$ cat config.mk
export PLATFORM = sky130hd
export DESIGN_NAME = half_minute_countdown_timer_flat
export DESIGN_NICKNAME = d
export VERILOG_FILES = /design/src/rtl/core/hmct_pkg.sv /design/src/rtl/core/hmct_tick_if.sv /design/src/rtl/core/hmct_result_if.sv /design/src/rtl/core/hmct_cfg_if.sv /design/src/rtl/core/half_minute_countdown_timer.sv /design/src/rtl/core/hmct_step.sv /design/src/flat_wrapper.sv
export SDC_FILE = /design/constraint.sdc
export NUM_CORES = 1
export LEC_CHECK = 0
export BUFFER_PORTS_ARGS = -buffer_cell sky130_fd_sc_hd__buf_4
export CORE_ASPECT_RATIO = 1.75
export CORE_MARGIN = 2
export CORE_UTILIZATION = 55
export CTS_BUF_LIST = sky130_fd_sc_hd__clkbuf_4 sky130_fd_sc_hd__clkbuf_8 sky130_fd_sc_hd__clkbuf_16
export DETAILED_ROUTE_END_ITERATION = 8
export PLACE_DENSITY = 0.73
export SKIP_LAST_GASP = 1
export SLEW_MARGIN = 20
export SYNTH_ARGS = -nofsm -noshare
export SYNTH_HDL_FRONTEND = slang
export SYNTH_HIERARCHICAL = 1
export SYNTH_SLANG_ARGS = --single-unit
export TNS_END_PERCENT = 30
$ cat constraint.sdc
create_clock -name clk -period 6.3 [get_ports clk]
set_clock_uncertainty 0.1 [all_clocks]
set_input_delay 0.63 -clock clk [delete_from_list [all_inputs] [get_ports clk]]
set_output_delay 0.63 -clock clk [all_outputs]
set_load 0.02 [all_outputs]
$ cat src/rtl/core/hmct_pkg.sv
package hmct_pkg;

  localparam int unsigned TICK_W       = 16;
  localparam int unsigned SECOND_W     = 8;
  localparam int unsigned HALF_W       = 5;
  localparam int unsigned PHASE_W      = 4;
  localparam int unsigned SEG_W        = 8;
  localparam int unsigned CFG_INDEX_W  = 1;
  localparam int unsigned CFG_DATA_W   = 16;

  localparam logic [TICK_W-1:0]   TICKS_PER_SECOND_RESET = 16'd1000;
  localparam logic [SECOND_W-1:0] SECONDS_PER_STEP_RESET = 8'd30;

  localparam logic [HALF_W-1:0]  HALF_MINUTE_MOD   = 5'd20;
  localparam logic [HALF_W-1:0]  ALARM_INDEX       = 5'd20;
  localparam logic [HALF_W-1:0]  DEFAULT_SET_VALUE = 5'd6;
  localparam logic [PHASE_W-1:0] PHASE_LAST        = 4'd8;
  localparam logic [PHASE_W-1:0] PHASE_LIGHT       = 4'd0;
  localparam logic [PHASE_W-1:0] PHASE_SAMPLE      = 4'd3;
  localparam logic [PHASE_W-1:0] PHASE_BUZZ        = 4'd4;
  localparam logic [TICK_W-1:0]  ALARM_DARK_TICK   = 16'h0200;
  localparam logic [TICK_W-1:0]  BLINK_MASK        = 16'h0080;

  typedef enum logic [CFG_INDEX_W-1:0] {
    REG_TICKS_PER_SECOND = 1'd0,
    REG_SECONDS_PER_STEP = 1'd1
  } cfg_reg_t;

  typedef struct packed {
    logic held;
    logic sleep;
    logic alarm;
    logic entry;
  } flags_t;

  localparam flags_t FLAGS_SLEEP_ONLY = '{held: 1'b0, sleep: 1'b1, alarm: 1'b0, entry: 1'b0};
  localparam flags_t FLAGS_ENTRY_ONLY = '{held: 1'b0, sleep: 1'b0, alarm: 1'b0, entry: 1'b1};

  typedef struct packed {
    logic [TICK_W-1:0]   tick_count;
    logic [SECOND_W-1:0] second_count;
    logic [HALF_W-1:0]   half_minute_count;
    logic [HALF_W-1:0]   last_set_value;
    logic [PHASE_W-1:0]  display_phase;
    flags_t              flags;
    logic                light_latch;
    logic                buzzer_latch;
    logic                previous_button;
  } timer_state_t;

  localparam timer_state_t STATE_RESET = '{
    tick_count:        '0,
    second_count:      '0,
    half_minute_count: '0,
    last_set_value:    DEFAULT_SET_VALUE,
    display_phase:     '0,
    flags:             FLAGS_SLEEP_ONLY,
    light_latch:       1'b0,
    buzzer_latch:      1'b0,
    previous_button:   1'b0
  };

  typedef struct packed {
    logic [SEG_W-1:0]  segments;
    logic [HALF_W-1:0] digit_index;
    logic              light_on;
    logic              buzzer_on;
    logic              asleep;
  } result_t;

  function automatic logic [SEG_W-1:0] glyph(input logic [HALF_W-1:0] idx);
    logic [SEG_W-1:0] pattern;
    case (idx)
      5'd0:    pattern = 8'hDE;
      5'd1:    pattern = 8'hFE;
      5'd2:    pattern = 8'h50;
      5'd3:    pattern = 8'h70;
      5'd4:    pattern = 8'hC7;
      5'd5:    pattern = 8'hE7;
      5'd6:    pattern = 8'hD5;
      5'd7:    pattern = 8'hF5;
      5'd8:    pattern = 8'h59;
      5'd9:    pattern = 8'h79;
      5'd10:   pattern = 8'h9D;
      5'd11:   pattern = 8'hBD;
      5'd12:   pattern = 8'h9F;
      5'd13:   pattern = 8'hBF;
      5'd14:   pattern = 8'hD0;
      5'd15:   pattern = 8'hF0;
      5'd16:   pattern = 8'hDF;
      5'd17:   pattern = 8'hFF;
      5'd18:   pattern = 8'hDD;
      5'd19:   pattern = 8'hFD;
      5'd20:   pattern = 8'h85;
      default: pattern = '0;
    endcase
    return pattern;
  endfunction

endpackage

$ cat src/rtl/core/hmct_tick_if.sv
interface hmct_tick_if;
  logic valid;
  logic ready;
  logic button_level;

  modport source (output valid, output button_level, input ready);
  modport sink (input valid, input button_level, output ready);
endinterface

$ cat src/rtl/core/hmct_result_if.sv
interface hmct_result_if;
  logic                         valid;
  logic                         ready;
  logic [hmct_pkg::SEG_W-1:0]  segments;
  logic [hmct_pkg::HALF_W-1:0] digit_index;
  logic                         light_on;
  logic                         buzzer_on;
  logic                         asleep;

  modport source (output valid, output segments, output digit_index, output light_on,
                  output buzzer_on, output asleep, input ready);
  modport sink (input valid, input segments, input digit_index, input light_on,
                input buzzer_on, input asleep, output ready);
endinterface

$ cat src/rtl/core/hmct_cfg_if.sv
interface hmct_cfg_if;
  logic                              valid;
  logic                              ready;
  logic [hmct_pkg::CFG_INDEX_W-1:0] index;
  logic [hmct_pkg::CFG_DATA_W-1:0]  data;

  modport source (output valid, output index, output data, input ready);
  modport sink (input valid, input index, input data, output ready);
endinterface

$ cat src/rtl/core/half_minute_countdown_timer.sv
// Half-minute countdown timer. Each tick beat on the tick channel carries the sampled
// button level and produces exactly one result beat (segment pattern, digit index, light,
// buzzer, sleep flag) taken from the state after that tick. One tick is taken every clock
// while tick ready is high; the state update is a single registered step and the result
// is registered in the output buffer. A two-entry buffer lets ticks keep flowing while one
// result waits; tick ready drops only when both entries are full. Configuration writes
// (index 0 ticks_per_second, index 1 seconds_per_step) are always accepted and should be
// issued only while no tick is in flight.
module half_minute_countdown_timer (
  input  logic           clk,
  input  logic           rst,
  hmct_tick_if.sink      tick,
  hmct_result_if.source  result,
  hmct_cfg_if.sink       cfg
);

  hmct_pkg::timer_state_t           state;
  hmct_pkg::timer_state_t           state_next;
  hmct_pkg::result_t                res_new;
  hmct_pkg::result_t                head;
  hmct_pkg::result_t                skid;
  logic                             head_valid;
  logic                             skid_valid;
  logic [hmct_pkg::TICK_W-1:0]     ticks_per_second;
  logic [hmct_pkg::SECOND_W-1:0]   seconds_per_step;
  logic                             push;
  logic                             pop;

  hmct_step u_step (
    .cur              (state),
    .level            (tick.button_level),
    .ticks_per_second (ticks_per_second),
    .seconds_per_step (seconds_per_step),
    .nxt              (state_next),
    .res              (res_new)
  );

  assign cfg.ready  = 1'b1;
  assign tick.ready = !skid_valid;
  assign push       = tick.valid && tick.ready;
  assign pop        = head_valid && result.ready;

  always_ff @(posedge clk) begin
    if (rst) begin
      ticks_per_second <= hmct_pkg::TICKS_PER_SECOND_RESET;
      seconds_per_step <= hmct_pkg::SECONDS_PER_STEP_RESET;
    end else if (cfg.valid) begin
      case (cfg.index)
        hmct_pkg::REG_TICKS_PER_SECOND: ticks_per_second <= cfg.data;
        hmct_pkg::REG_SECONDS_PER_STEP: seconds_per_step <= cfg.data[hmct_pkg::SECOND_W-1:0];
        default: begin
        end
      endcase
    end
  end

  always_ff @(posedge clk) begin
    if (rst) begin
      state <= hmct_pkg::STATE_RESET;
    end else if (push) begin
      state <= state_next;
    end
  end

  // two-entry output buffer: head drives the port, skid catches a beat while head stalls
  always_ff @(posedge clk) begin
    if (rst) begin
      head_valid <= 1'b0;
      skid_valid <= 1'b0;
    end else if (pop) begin
      if (skid_valid) begin
        skid_valid <= 1'b0;
      end else begin
        head_valid <= push;
      end
    end else if (push) begin
      if (head_valid) begin
        skid_valid <= 1'b1;
      end else begin
        head_valid <= 1'b1;
      end
    end
  end

  always_ff @(posedge clk) begin
    if (pop) begin
      head <= skid_valid ? skid : res_new;
    end else if (push) begin
      if (head_valid) begin
        skid <= res_new;
      end else begin
        head <= res_new;
      end
    end
  end

  assign result.valid       = head_valid;
  assign result.segments    = head.segments;
  assign result.digit_index = head.digit_index;
  assign result.light_on    = head.light_on;
  assign result.buzzer_on   = head.buzzer_on;
  assign result.asleep      = head.asleep;

`ifndef NO_ASSERTIONS
  a_skid_needs_head: assert property (@(posedge clk) disable iff (rst)
    skid_valid |-> head_valid)
    else $error("skid entry held without a head entry");

  a_sleep_flags_alone: assert property (@(posedge clk) disable iff (rst)
    state.flags.sleep |-> (!state.flags.held && !state.flags.alarm && !state.flags.entry))
    else $error("sleep flag set together with another mode flag");

  a_half_count_range: assert property (@(posedge clk) disable iff (rst)
    state.half_minute_count < hmct_pkg::HALF_MINUTE_MOD)
    else $error("half-minute count out of range");

  a_asleep_dark: assert property (@(posedge clk) disable iff (rst)
    (head_valid && head.asleep) |-> (!head.light_on && !head.buzzer_on))
    else $error("light or buzzer reported while asleep");
`endif

endmodule

$ cat src/rtl/core/hmct_step.sv
module hmct_step (
  input  hmct_pkg::timer_state_t             cur,
  input  logic                               level,
  input  logic [hmct_pkg::TICK_W-1:0]        ticks_per_second,
  input  logic [hmct_pkg::SECOND_W-1:0]      seconds_per_step,
  output hmct_pkg::timer_state_t             nxt,
  output hmct_pkg::result_t                  res
);

  logic [hmct_pkg::TICK_W-1:0]   tick_inc;
  logic [hmct_pkg::SECOND_W-1:0] sec_val;
  logic [hmct_pkg::HALF_W-1:0]   half_inc;
  logic [hmct_pkg::HALF_W-1:0]   half_dec;
  logic [hmct_pkg::HALF_W-1:0]   idx;
  logic                          dark;

  assign tick_inc = cur.tick_count + 16'd1;
  assign half_inc = (cur.half_minute_count >= hmct_pkg::HALF_MINUTE_MOD - 5'd1) ? '0
                    : cur.half_minute_count + 5'd1;
  assign half_dec = (cur.half_minute_count != '0) ? cur.half_minute_count - 5'd1 : '0;
  assign dark = (cur.flags.alarm && cur.tick_count >= hmct_pkg::ALARM_DARK_TICK) ||
                (cur.second_count == '0 && !cur.flags.entry &&
                 (cur.tick_count & hmct_pkg::BLINK_MASK) != '0);

  always_comb begin
    nxt     = cur;
    sec_val = cur.second_count;
    if (cur.flags.sleep) begin
      // only a release wakes the timer
      if (cur.previous_button && !level) begin
        nxt.tick_count        = '0;
        nxt.second_count      = '0;
        nxt.flags             = hmct_pkg::FLAGS_ENTRY_ONLY;
        nxt.half_minute_count = (cur.last_set_value != '0) ? cur.last_set_value
                                : hmct_pkg::DEFAULT_SET_VALUE;
      end
    end else if (cur.flags.held) begin
      if (!level) begin
        nxt.flags.held = 1'b0;
        if (cur.flags.alarm) begin
          nxt.flags        = hmct_pkg::FLAGS_SLEEP_ONLY;
          nxt.light_latch  = 1'b0;
          nxt.buzzer_latch = 1'b0;
        end else begin
          nxt.half_minute_count = half_inc;
          if (half_inc != '0) begin
            nxt.last_set_value = half_inc;
          end
          nxt.tick_count   = '0;
          nxt.second_count = '0;
          nxt.flags.entry  = 1'b1;
        end
      end
    end else begin
      // display phase
      nxt.display_phase = (cur.display_phase >= hmct_pkg::PHASE_LAST) ? '0
                          : cur.display_phase + 4'd1;
      case (cur.display_phase)
        hmct_pkg::PHASE_LIGHT: begin
          nxt.light_latch = !dark;
          if (!dark) begin
            nxt.buzzer_latch = 1'b0;
          end
        end
        hmct_pkg::PHASE_SAMPLE: begin
          nxt.light_latch  = 1'b0;
          nxt.buzzer_latch = 1'b0;
          if (level) begin
            nxt.flags.held = 1'b1;
          end
        end
        hmct_pkg::PHASE_BUZZ: begin
          nxt.buzzer_latch = cur.flags.alarm && cur.tick_count < hmct_pkg::ALARM_DARK_TICK &&
                             (cur.tick_count & hmct_pkg::BLINK_MASK) != '0;
        end
        default: begin
        end
      endcase
      // tick and second counting
      if (tick_inc < ticks_per_second) begin
        nxt.tick_count = tick_inc;
      end else begin
        nxt.tick_count = '0;
        if (cur.flags.entry && cur.half_minute_count == '0) begin
          nxt.flags        = hmct_pkg::FLAGS_SLEEP_ONLY;
          nxt.light_latch  = 1'b0;
          nxt.buzzer_latch = 1'b0;
          nxt.second_count = '0;
        end else begin
          if (cur.flags.entry) begin
            nxt.flags.entry = 1'b0;
            sec_val         = '0;
          end else begin
            sec_val = cur.second_count + 8'd1;
          end
          if (sec_val >= seconds_per_step) begin
            nxt.second_count      = '0;
            nxt.half_minute_count = half_dec;
            if (half_dec == '0) begin
              nxt.flags.alarm = 1'b1;
            end
            nxt.flags.entry = 1'b0;
          end else begin
            nxt.second_count = sec_val;
          end
        end
      end
    end
    nxt.previous_button = level;
  end

  assign idx             = nxt.flags.alarm ? hmct_pkg::ALARM_INDEX : nxt.half_minute_count;
  assign res.segments    = hmct_pkg::glyph(idx);
  assign res.digit_index = idx;
  assign res.light_on    = !nxt.flags.sleep && nxt.light_latch;
  assign res.buzzer_on   = !nxt.flags.sleep && nxt.buzzer_latch;
  assign res.asleep      = nxt.flags.sleep;

endmodule
$ cat src/flat_wrapper.sv
// flat-port wrapper written by rule: the top's interface ports become plain ports
module half_minute_countdown_timer_flat 
  (clk, rst, tick_valid, tick_button_level, tick_ready, result_valid, result_segments, result_digit_index, result_light_on, result_buzzer_on, result_asleep, result_ready, cfg_valid, cfg_index, cfg_data, cfg_ready);
  hmct_tick_if tick_i ();
  hmct_result_if result_i ();
  hmct_cfg_if cfg_i ();
  input  logic clk;
  input  logic rst;
  input wire logic [$bits(tick_i.valid)-1:0] tick_valid;
  input wire logic [$bits(tick_i.button_level)-1:0] tick_button_level;
  output wire logic [$bits(tick_i.ready)-1:0] tick_ready;
  output wire logic [$bits(result_i.valid)-1:0] result_valid;
  output wire logic [$bits(result_i.segments)-1:0] result_segments;
  output wire logic [$bits(result_i.digit_index)-1:0] result_digit_index;
  output wire logic [$bits(result_i.light_on)-1:0] result_light_on;
  output wire logic [$bits(result_i.buzzer_on)-1:0] result_buzzer_on;
  output wire logic [$bits(result_i.asleep)-1:0] result_asleep;
  input wire logic [$bits(result_i.ready)-1:0] result_ready;
  input wire logic [$bits(cfg_i.valid)-1:0] cfg_valid;
  input wire logic [$bits(cfg_i.index)-1:0] cfg_index;
  input wire logic [$bits(cfg_i.data)-1:0] cfg_data;
  output wire logic [$bits(cfg_i.ready)-1:0] cfg_ready;
  assign tick_i.valid = tick_valid;
  assign tick_i.button_level = tick_button_level;
  assign tick_ready = tick_i.ready;
  assign result_valid = result_i.valid;
  assign result_segments = result_i.segments;
  assign result_digit_index = result_i.digit_index;
  assign result_light_on = result_i.light_on;
  assign result_buzzer_on = result_i.buzzer_on;
  assign result_asleep = result_i.asleep;
  assign result_i.ready = result_ready;
  assign cfg_i.valid = cfg_valid;
  assign cfg_i.index = cfg_index;
  assign cfg_i.data = cfg_data;
  assign cfg_ready = cfg_i.ready;
  half_minute_countdown_timer u_core (.clk(clk), .rst(rst), .tick(tick_i), .result(result_i), .cfg(cfg_i));
endmodule
==> metrics list <==
- The H-tree was split into 3 levels.
- Routed wire per std cell: 16.7 µm
* Synthesized-area fraction occupied by ao, oa, aoi and oai cells: 21.2%
* IO buf count: 40
- TritonCTS created 9 clock buffers.
* Setup repair after global routing missed its margin: false
- Number of global-route vias before repair: 5184
- For the pin with the worst max-slew slack, the measured transition is 0.878 ns.
- Adding up every negative setup slack in the final design gives 0 ns.
- Buffers inserted to repair hold after CTS numbered 0.
- Via-per-instance ratio: 5.98
- The synthesized netlist occupies a cell area of 0.00649 mm².
- Post-layout min period: 5.42 ns
* GPL Wtd Cong: 0.885
- Syn_area_per_cell: 8.61 µm²
- Post-CTS setup repair buffer count: 0
* Fraction of final layout cells sized beyond drive strength 1: 18.7%
* Nets in the synthesized netlist: 814
* Largest net degree at the start of global routing: 72
- The worst register-to-register path ends at u_core/result.segments[6].
- Largest family of logic cells by synthesized area: simple AND/OR/NAND/NOR gates
- The initial antenna violation count was 0.
* Synthesis warning total: 6
- Initial DRT Pass Iterations: 6
- Count of unique library cells instantiated by Yosys: 78
- Of the post-synthesis cell area, the part taken by muxes is 3.85%.
- Flip-flop and latch count after synthesis: 103
- Worst setup timing slack at the placement stage: 0.939 ns
- Sequential elements use 36.7% of the synthesized area.
* Inserted Diodes: 0
* Worst-case setup margin in the final layout: 0.875 ns
- Headroom to the max-slew limit came out at 41.5%.
- Area after DPL: 0.00676 mm²
- In this run the power density over the cells is 226 mW/mm².
- The critical path starts at u_core/state[29].
- Across all register-to-register paths, the minimum setup slack is 0.88 ns.
* Number of maximum-capacitance constraint violations: 0
* Remaining antenna violation count after routing: 0
- Setup violations remaining at the end of the flow were counted as 0.
- The clock reaches the later pin of the worst-skew pair after 0.35 ns.
* Area inside the core boundary: 0.0115 mm²
* Post-layout net count: 827
* Final routed wirelength across all metal layers: 15.2 mm
* Most frequently used flop master after synthesis: sky130_fd_sc_hd__dfxtp_1
* Count of instances resized after the clock tree is built: 0
* Total congestion overflow: 0
- The worst setup path is launched from a register.
* Worst-path fanout max: 9
- R2R depth: 20
* Final count of hold timing violations: 0
- Adder-cell area share of the yosys netlist: 7.13%
- Proportion of synthesized flip-flops having asynchronous set or reset: 0%
* Crit path capture: u_core/result.segments[6]
- For this run, the total global-route usage over all layers was measured as 24.7%.
- First-pass GRT wire length: 25.0 mm
- The floorplan step defined a die boundary enclosing 0.0127 mm².
- After routing the design area is 0.00708 mm².
* Clock sinks: 103
- Number of remaining DRC errors: 0
* Final worst path period share: 86.1%
* Max Buffers Root-to-Sink: 2
- The worst register-to-register path begins at u_core/state[29].
* Initial DRC Count: 309
- Row generation in the floorplan step produced 52 rows.
* Post-synthesis to final-layout area growth: 8.98%
- The max-slew violation count is 0.
- Number of placed instances with taps included: 891
* Peak supply drop: 0.162 mV
- Achievable clock frequency: 0.184 GHz
* Arrival time at the worst endpoint: 5.43 ns
- Clock-pin slew was measured on the worst setup and hold paths at 0.07 ns.
- Clock tree from TritonCTS: built
* Critical path start-end classification: reg -> reg
- The worst setup path is captured at a register.
* Simple-Gate Fraction of Synth Area: 21.7%
* Die H: 148 µm
* Min-Delay Path Class: reg -> reg
- The routed layout has 5420 vias.
- Clock tree root buffer cell: sky130_fd_sc_hd__clkbuf_16
- Number of flops mapped to enable cells by yosys: 32
- The initial utilization of the core area, before any placement, comes to 56.4%.
* Leakage Power: 0.00285 µW
- Excluding fillers, the count of instances in the completed layout stands at 907.
- The design draws 1600 µW.
- At the worst endpoint, the required time is 6.30 ns.
* Detailed Place HPWL: 10.8 mm
- Summing the areas of all xor and xnor instances in the mapped netlist gives 3.10% of the synthesized area.
* Status: completed
* Gate Count Post-Synth: 754
* Die W: 86.1 µm
- 42 I/O pins were placed.
## Yosys cell counts (all sizes together), types with 3 or more instances
cell type	instances	area (µm²)
o22a	3	27.5
a21oi	76	478
nand2b	6	37.5
nor2	37	156
inv	46	173
o21ai	35	179
clkbuf	19	71.3
mux2	18	240
edfxtp	32	961
a32oi	3	26.3
nand2	175	664
a211o	6	52.6
o21a	6	45.0
nor4	3	18.8
and3	15	93.8
dfxtp	71	1420
nand3b	11	82.6
a2111oi	3	46.3
buf	22	168
and2	3	22.5
nor2b	7	43.8
a221oi	4	47.6
o31ai	4	30.0
a31oi	4	25.0
nand3	26	160
xor2	13	114
a21o	4	31.3
nor3	9	45.0
ha	37	463
a22o	16	150
xnor2	10	87.6
## per-stage QoR
step | hold WS [ns] | utilization [%]
after floorplan | 0.335 | -
after global placement | 0.343 | 58.6
after detailed placement | 0.348 | 58.7
after CTS | 0.358 | 61.4
after global routing | 0.376 | 61.5
final | 0.358 | 61.5
## worst min-delay path by stage
stage	slack, ns	endpoint	start	cells past startpoint
2_1_floorplan	0.34	u_core/state[20]	u_core/state[20]	2
3_3_place_gp	0.34	u_core/state[1]	u_core/state[1]	2
3_5_place_dp	0.35	u_core/ticks_per_second[1]	u_core/ticks_per_second[1]	2
4_1_cts	0.36	u_core/ticks_per_second[1]	u_core/ticks_per_second[1]	2
5_1_grt	0.38	u_core/ticks_per_second[1]	u_core/ticks_per_second[1]	2
6_report	0.36	u_core/ticks_per_second[4]	u_core/ticks_per_second[4]	2
## flip-flops by register name (all words and copies together) (netlist names)
name and count:
u_core/state 45, u_core/skid 16, u_core/ticks_per_second 16, u_core/result.segments 8, u_core/seconds_per_step 8, u_core/result.digit_index 5, u_core/result.asleep 1, u_core/result.buzzer_on 1
u_core/result.light_on 1, u_core/result.valid 1, u_core/skid_valid 1
## placed cells by master (no fill, tap or decap), types with 3 or more instances in the layout
master	count
sky130_fd_sc_hd__nor2_1	33
sky130_fd_sc_hd__a211o_1	6
sky130_fd_sc_hd__o21ai_1	6
sky130_fd_sc_hd__a22o_1	8
sky130_fd_sc_hd__dfxtp_1	71
sky130_fd_sc_hd__nor4_1	3
sky130_fd_sc_hd__nand2b_1	6
sky130_fd_sc_hd__mux2_4	10
sky130_fd_sc_hd__ha_1	37
sky130_fd_sc_hd__xor2_1	13
sky130_fd_sc_hd__edfxtp_1	32
sky130_fd_sc_hd__a21o_1	3
sky130_fd_sc_hd__o21a_1	6
sky130_fd_sc_hd__o31ai_1	4
sky130_fd_sc_hd__a21oi_1	50
sky130_fd_sc_hd__nand3b_1	11
sky130_fd_sc_hd__inv_1	44
sky130_fd_sc_hd__nand2_1	174
sky130_fd_sc_hd__a22o_2	8
sky130_fd_sc_hd__and3_1	15
sky130_fd_sc_hd__nand3_1	23
sky130_fd_sc_hd__clkbuf_16	9
sky130_fd_sc_hd__a21oi_2	26
sky130_fd_sc_hd__xnor2_1	10
sky130_fd_sc_hd__mux2_2	8
sky130_fd_sc_hd__nor2b_1	5
sky130_fd_sc_hd__nor3_1	8
sky130_fd_sc_hd__o21ai_0	28
sky130_fd_sc_hd__buf_4	43
sky130_fd_sc_hd__a32oi_1	3
sky130_fd_sc_hd__a31oi_1	4
## where the power goes
group          internal [µW]  switching (µW)
Combinational            104             167
Clock                    318             268
Sequential               722            21.7
Total                   1140             456
## logic make-up (layout without fill, tap and decap cells)
family,after synthesis,after routing
simple gates,301,301
flops,103,103
other cells,1,1
compound gates,183,183
mux,19,19
buf+inv,87,105
fa+ha+maj,37,37
xor+xnor,23,23
## worst max-delay path, stage by stage, from the launching register on
cell and delay (ns):
sky130_fd_sc_hd__dfxtp_1 0.47, sky130_fd_sc_hd__nand3_1 0.11, sky130_fd_sc_hd__nor2_1 0.16, sky130_fd_sc_hd__and3_1 0.27, sky130_fd_sc_hd__and3_1 0.25, sky130_fd_sc_hd__and3_1 0.27, sky130_fd_sc_hd__nand3_1 0.16, sky130_fd_sc_hd__xnor2_1 0.16
sky130_fd_sc_hd__ha_1 0.31, sky130_fd_sc_hd__nand4_1 0.16, sky130_fd_sc_hd__or3_4 0.42, sky130_fd_sc_hd__o31a_4 0.40, sky130_fd_sc_hd__nand3_4 0.17, sky130_fd_sc_hd__nand2_4 0.13, sky130_fd_sc_hd__a2111oi_4 0.56, sky130_fd_sc_hd__and2_4 0.24
sky130_fd_sc_hd__ha_1 0.22, sky130_fd_sc_hd__nor2_1 0.15, sky130_fd_sc_hd__o22a_1 0.16, sky130_fd_sc_hd__nor2_1 0.05, sky130_fd_sc_hd__mux2_2 0.26
## area by class of cell
cell class	count	area (µm²)
Clock buffer	9	225
Clock inverter	7	86.3
Fill cell	1009	4440
Inverter	46	173
Multi-Input combinational cell	564	3720
Sequential cell	103	2380
Tap cell	135	169
Timing Repair Buffer	43	323
## layer usage
| layer | routed length [µm] | track usage, % |
|---|---|---|
| met1 | 5920 | 26.2 |
| met2 | 8060 | 45.5 |
| met3 | 563 | 4.02 |
| met4 | 646 | 12.9 |
| met5 | 0 | 0 |
Note: power is estimated with default switching activity, not from simulation.
